===== src/rtl/core/grc_pkg.sv =====
// Shared types, constants and the beam direction table for the grid lidar ray caster.
// Depends on nothing; grid_lidar_ray_caster and grc_rotate in rtl/core import it.
package grc_pkg;

	localparam int BEAM_COUNT    = 61;
	localparam int BEAM_SPAN_DEG = 180;

	// Accumulator holds pose*2^28 + g*d, with g up to about 2^30 and d up to 1023.
	localparam int ACC_W  = 44;
	localparam int GDIR_W = 34;
	localparam int FRAC_W = 28;

	localparam int DEG90_Q16      = 5898240;
	localparam int DEG180_Q16     = 11796480;
	localparam int CORDIC_GAIN_Q14 = 9949;

	localparam int ATAN_Q16 [16] = '{
		2949120, 1740967, 919879, 466945, 234379, 117304, 58666, 29335,
		14668, 7334, 3667, 1833, 917, 458, 229, 115
	};

	// Configuration register indexes.
	localparam logic [1:0] REG_FREE_THR  = 2'd0;
	localparam logic [1:0] REG_MAX_RANGE = 2'd1;
	localparam logic [1:0] REG_MAP_W     = 2'd2;
	localparam logic [1:0] REG_MAP_H     = 2'd3;

	// Request kinds.
	localparam logic REQ_WRITE = 1'b0;
	localparam logic REQ_SCAN  = 1'b1;

	typedef struct packed {
		logic signed [15:0] c;
		logic signed [15:0] s;
	} dir_t;

	typedef dir_t [63:0] dir_tab_t;

	typedef struct packed {
		logic       inb;
		logic [8:0] coord;
	} coord_t;

	// CORDIC evaluation of one beam's unit direction, elaboration time only.
	function automatic dir_t beam_dir(input int j);
		longint a;
		longint x;
		longint y;
		longint z;
		longint dx;
		longint dy;
		bit     neg;
		dir_t   r;
		a   = (longint'(BEAM_SPAN_DEG) * longint'(j - BEAM_COUNT / 2) * 65536) / BEAM_COUNT;
		neg = 1'b0;
		if (a > DEG90_Q16) begin
			a   = a - DEG180_Q16;
			neg = 1'b1;
		end else if (a < -DEG90_Q16) begin
			a   = a + DEG180_Q16;
			neg = 1'b1;
		end
		x = CORDIC_GAIN_Q14;
		y = 0;
		z = a;
		for (int i = 0; i < 16; i++) begin
			dx = y >>> i;
			dy = x >>> i;
			if (z >= 0) begin
				x = x - dx;
				y = y + dy;
				z = z - ATAN_Q16[i];
			end else begin
				x = x + dx;
				y = y - dy;
				z = z + ATAN_Q16[i];
			end
		end
		if (neg) begin
			x = -x;
			y = -y;
		end
		r.c = 16'(x);
		r.s = 16'(y);
		return r;
	endfunction

	function automatic dir_tab_t build_dirs();
		dir_tab_t t;
		t = '0;
		for (int j = 0; j < BEAM_COUNT; j++) begin
			t[j] = beam_dir(j);
		end
		return t;
	endfunction

	// Truncate a Q28 position toward zero and test it against [0, lim).
	function automatic coord_t decode_coord(input logic [ACC_W-1:0] acc, input logic [8:0] lim);
		coord_t r;
		logic [ACC_W-FRAC_W-1:0] hi;
		hi = acc[ACC_W-1:FRAC_W];
		r.coord = 9'd0;
		r.inb   = 1'b0;
		if (!acc[ACC_W-1]) begin
			r.inb   = (hi < (ACC_W-FRAC_W)'(lim));
			r.coord = hi[8:0];
		end else begin
			// small negative value truncates to column zero
			r.inb = (&hi) && (acc[FRAC_W-1:0] != '0) && (lim != 9'd0);
		end
		return r;
	endfunction

endpackage


===== src/rtl/core/grc_rotate.sv =====
// Rotates a beam direction by the heading with one shared multiplier over four steps.
// Depends on grc_pkg.
module grc_rotate (
	input  logic                              clk,
	input  logic                              arst_n,
	input  logic                              start,
	input  grc_pkg::dir_t                     dir,
	input  logic signed [15:0]                hc,
	input  logic signed [15:0]                hs,
	output logic                              done,
	output logic signed [grc_pkg::GDIR_W-1:0] gc,
	output logic signed [grc_pkg::GDIR_W-1:0] gs
);
	import grc_pkg::*;

	logic [2:0]         step_q;
	logic               busy_q;
	logic               done_q;
	logic [1:0]         psel_q;
	logic signed [31:0] prod_q;
	logic signed [15:0] op_a;
	logic signed [15:0] op_b;
	logic signed [GDIR_W-1:0] gc_q;
	logic signed [GDIR_W-1:0] gs_q;
	logic signed [GDIR_W-1:0] prod_ext;

	// gc = c*hc - s*hs, gs = s*hc + c*hs
	always_comb begin
		unique case (step_q[1:0])
			2'd0: begin op_a = dir.c; op_b = hc; end
			2'd1: begin op_a = dir.s; op_b = hs; end
			2'd2: begin op_a = dir.s; op_b = hc; end
			default: begin op_a = dir.c; op_b = hs; end
		endcase
	end

	assign prod_ext = GDIR_W'(prod_q);

	always_ff @(posedge clk or negedge arst_n) begin
		if (!arst_n) begin
			busy_q <= 1'b0;
			done_q <= 1'b0;
			step_q <= 3'd0;
		end else begin
			done_q <= busy_q && (step_q == 3'd4);
			if (start) begin
				busy_q <= 1'b1;
				step_q <= 3'd0;
			end else if (busy_q) begin
				step_q <= step_q + 3'd1;
				if (step_q == 3'd4) begin
					busy_q <= 1'b0;
				end
			end
		end
	end

	always_ff @(posedge clk) begin
		if (start) begin
			gc_q <= '0;
			gs_q <= '0;
		end else if (busy_q) begin
			if (step_q != 3'd4) begin
				prod_q <= op_a * op_b;
				psel_q <= step_q[1:0];
			end
			if (step_q != 3'd0) begin
				unique case (psel_q)
					2'd0: gc_q <= gc_q + prod_ext;
					2'd1: gc_q <= gc_q - prod_ext;
					default: gs_q <= gs_q + prod_ext;
				endcase
			end
		end
	end

	assign done = done_q;
	assign gc   = gc_q;
	assign gs   = gs_q;

endmodule


===== config.mk =====
export PLATFORM = sky130hd
export DESIGN_NAME = grc_rotate
export DESIGN_NICKNAME = d
export VERILOG_FILES = /design/src/rtl/core/grc_pkg.sv /design/src/rtl/core/grc_rotate.sv
export SDC_FILE = /design/constraint.sdc
export NUM_CORES = 1
export LEC_CHECK = 0
export ABC_AREA = 1
export BUFFER_PORTS_ARGS = -buffer_cell sky130_fd_sc_hd__buf_2
export CORE_ASPECT_RATIO = 0.9
export CORE_MARGIN = 3
export CORE_UTILIZATION = 35
export CTS_CLUSTER_DIAMETER = 200
export DETAILED_ROUTE_END_ITERATION = 12
export SYNTH_ARGS = -nofsm -noshare
export SYNTH_HDL_FRONTEND = slang
export SYNTH_SLANG_ARGS = --single-unit

===== constraint.sdc =====
create_clock -name clk -period 6.54 [get_ports clk]
set_input_delay 0.327 -clock clk [delete_from_list [all_inputs] [get_ports clk]]
set_output_delay 0.327 -clock clk [all_outputs]
set_load 0.02 [all_outputs]

==> results.py <==
metrics = {
    "die": {
        "die_h_um": 230,
        "rows": 81,
        "coreArea_um2": 54700,
        "die_x_um": 255,
        "io_pins": 136,
        "start_util_pct": 35.6,
        "fp.dieArea_um2": 58500,
    },
    "placed_design": {
        "dpl.hpwl_um": 50500,
        "portBuffers": 135,
        "post-place-cells": 3632,
        "gp_routability_congestion": 0.966,
    },
    "timing": {
        "hold_viol_final": 0,
        "setup_violations": 0,
        "relSlewSlack_pct": 38.5,
        "finalCritPeriodShare_pct": 99.1,
        "clock_skew_ns": 0.00990,
        "tightest_slew_ns": 0.917,
        "finalMaxSlewViolations": 0,
        "min_period_ns": 6.48,
        "rsz0062_at_grt": "yes",
        "fmax_mhz": 154,
    },
    "final_layout": {
        "finalNonFillerCells": 3685,
        "regArea_um2": 2510,
        "utilization_pct": 42.2,
        "mostFrequentLayoutCell": "inv_1",
        "multi_input_area_um2": 14800,
        "nNetsFinal": 3458,
        "drive_gt1_share_pct": 17.3,
        "mostFrequentLayoutCells": "inv_1 (592), nand2_1 (454), nor2_1 (384), fa_1 (252), buf_4 (167)",
        "syn2layout_area_growth_pct": 18.5,
        "nFillCells": 5653,
        "antenna_cells": 0,
    },
    "synthesis": {
        "synth_nets": 3173,
        "yosysWarningCount": 0,
        "synth_cell_type_count": 48,
        "syn_area_um2": 19500,
        "synth_edf_count": 34,
        "ys_ff_latch": 107,
        "synth_ff_type": "dfxtp_1",
        "synthCells": 2690,
        "postSynthAreaPerCell_um2": 7.24,
        "ys_async_sr_fraction_pct": 4.67,
        "yosysSeqAreaShare_pct": 12.9,
    },
    "clock_tree": {
        "root_buffer": "clkbuf_16",
        "clk_pin_slew_worst_paths_ns": 0.08,
        "cts_tree": "built",
        "numCtsBuffers": 9,
        "cts_buffer_depth": 2,
        "cts_max_level": 3,
        "clk_latency_ns": 0.37,
        "clock-sinks": 107,
    },
    "routing": {
        "via_per_inst": 4.75,
        "firstDrtPassIters": 8,
        "vias": 17500,
        "detail_route.wl_per_cell_um": 16.0,
        "drcViolationCount": 0,
        "drt_iter0_drc": 1371,
        "drt_wl_total_um": 59000,
        "ant_nets": 0,
    },
    "global_routing": {
        "antenna_found_initial": 0,
        "grt-ovfl-total": 0,
        "grt_pass1_vias": 16895,
        "grt_pass1_wl_um": 92300,
        "track_usage_pct": 20.0,
        "grt_max_degree": 53,
    },
    "critical_path": {
        "crit_fanout": 8,
        "startpoint_type": "flop",
        "slowest_delay_ns": 0.52,
        "reg2reg_depth": 28,
        "arrival_ns": 6.61,
        "crit_path_end_kind": "flop",
        "cpMostUsedCell": "fa_1",
        "r2r_slack_ns": 0.06,
        "critical_path_class": "flop to flop",
        "slowest_stage": "fa_1",
        "critPathRequiredTime_ns": 6.68,
    },
    "hold_path": {
        "hold_class": "input pin to async pin",
    },
    "outcome": {
        "outcome": "completed",
    },
    "job": {
        "maxCapViolCount": 0,
    },
}
-- Yosys cell counts (8+ instances only) --
library cell	n	area [um^2]
o211ai_1	9	67.6
ha_1	152	1900
dfxtp_1	68	1360
nor2_1	400	1500
clkinv_1	10	37.5
o21ai_0	115	576
nand4_1	20	125
o21ai_1	20	100
clkbuf_1	16	60.1
fa_1	264	5290
xor2_1	75	657
nand3_1	97	485
nor2_2	12	75.1
o21ai_2	24	210
nand2_1	464	1740
nand2_2	13	81.3
edfxtp_1	34	1020
xnor2_1	26	228
o21bai_1	13	97.6
a21oi_2	8	70.1
inv_1	603	2260
a21o_1	16	120
nor3_1	12	60.1
buf_2	23	115
a21oi_1	110	551
inv_2	16	60.1
-- final timing paths --
| check | startpoint | end |
|---|---|---|
| hold reg to reg | gs[2] | gs[2] |
| max in group asynchronous | arst_n | step_q[2] |
| setup reg to reg | step_q[1] | prod_q[31] |
| min in group clk | start | gs[33] |
| setup / recovery | step_q[1] | prod_q[31] |
| hold / removal | arst_n | done |
-- final cells by class --
cell class	instances	area share, %
repair inverters	2	0.0650
clock inverters	6	0.314
repair buffers	318	9.36
well taps	705	3.82
multi-input cells	1908	64.2
flip-flops and latches	107	10.9
clock buffers	10	0.992
inverters	629	10.3
-- cells by family (layout without fill, tap and decap cells) --
| group | count (synthesis) | after routing | share of synthesized area (%) |
|---|---|---|---|
| AOI/OAI and AO/OA | 340 | 340 | 10.2 |
| xor gates and xnor gates | 101 | 101 | 4.54 |
| adders and majority gates | 416 | 416 | 36.9 |
| buffers and inverters | 675 | 965 | 13.4 |
| DFF | 107 | 107 | 12.9 |
| and+or+nand+nor | 1051 | 1051 | 22.2 |
-- flip-flops by register name, summed over array words and instances, names as in the netlist --
| register | cells |
|---|---|
| step_q | 3 |
| gc | 34 |
| prod_q | 32 |
| gs | 34 |
| psel_q | 2 |
| done | 1 |
| busy_q | 1 |
-- stage by stage --
| stage | setup slack, ns | cell area, um^2 | TNS [ns] | hold WS [ns] |
|---|---|---|---|---|
| 3_5_place_dp | -0.0117 | 21900 | -0.0117 | 0.161 |
| 2_1_floorplan | 0.0888 | 19500 | 0 | 0.0314 |
| 6_report | 0.0617 | 23100 | 0 | 0.304 |
| 4_1_cts | 0.00526 | 22200 | 0 | 0.309 |
| 5_1_grt | -0.198 | 23100 | -1.24 | 0.332 |
| 3_3_place_gp | 0.0408 | 21900 | 0 | 0.164 |
-- routing by layer --
metal / global-route usage [%] / vias up / share of wire (%)
li1: - / 8760 / -
met1: 29.3 / 8137 / 48
met2: 31.9 / 551 / 44
met3: 2.26 / 52 / 6.2
met4: 4.35 / 0 / 1.7
met5: 0 / - / 0
-- worst max-delay path, delay by kind of cell, from the launching register on --
kind                     cells  cell delay, ns
AND/OR/NAND/NOR             10            1.34
flip-flops                   1            0.43
AO/OA/AOI/OAI                2            0.26
buffers and inverters        8            0.92
adder cells (fa/ha/maj)      8            3.29
-- timing repair --
item,CTS,global route
pin swaps,0,44
endpoints found under the hold margin,5,0
hold buffers,1,0
gates resized for setup,4,144
gates cloned,0,2
endpoints found under the setup margin,3,20
buffers inserted,0,34
Power is left out: the tool's default activity adds up to more than one toggle a clock period on the data nets, which glitch-free logic cannot reach.
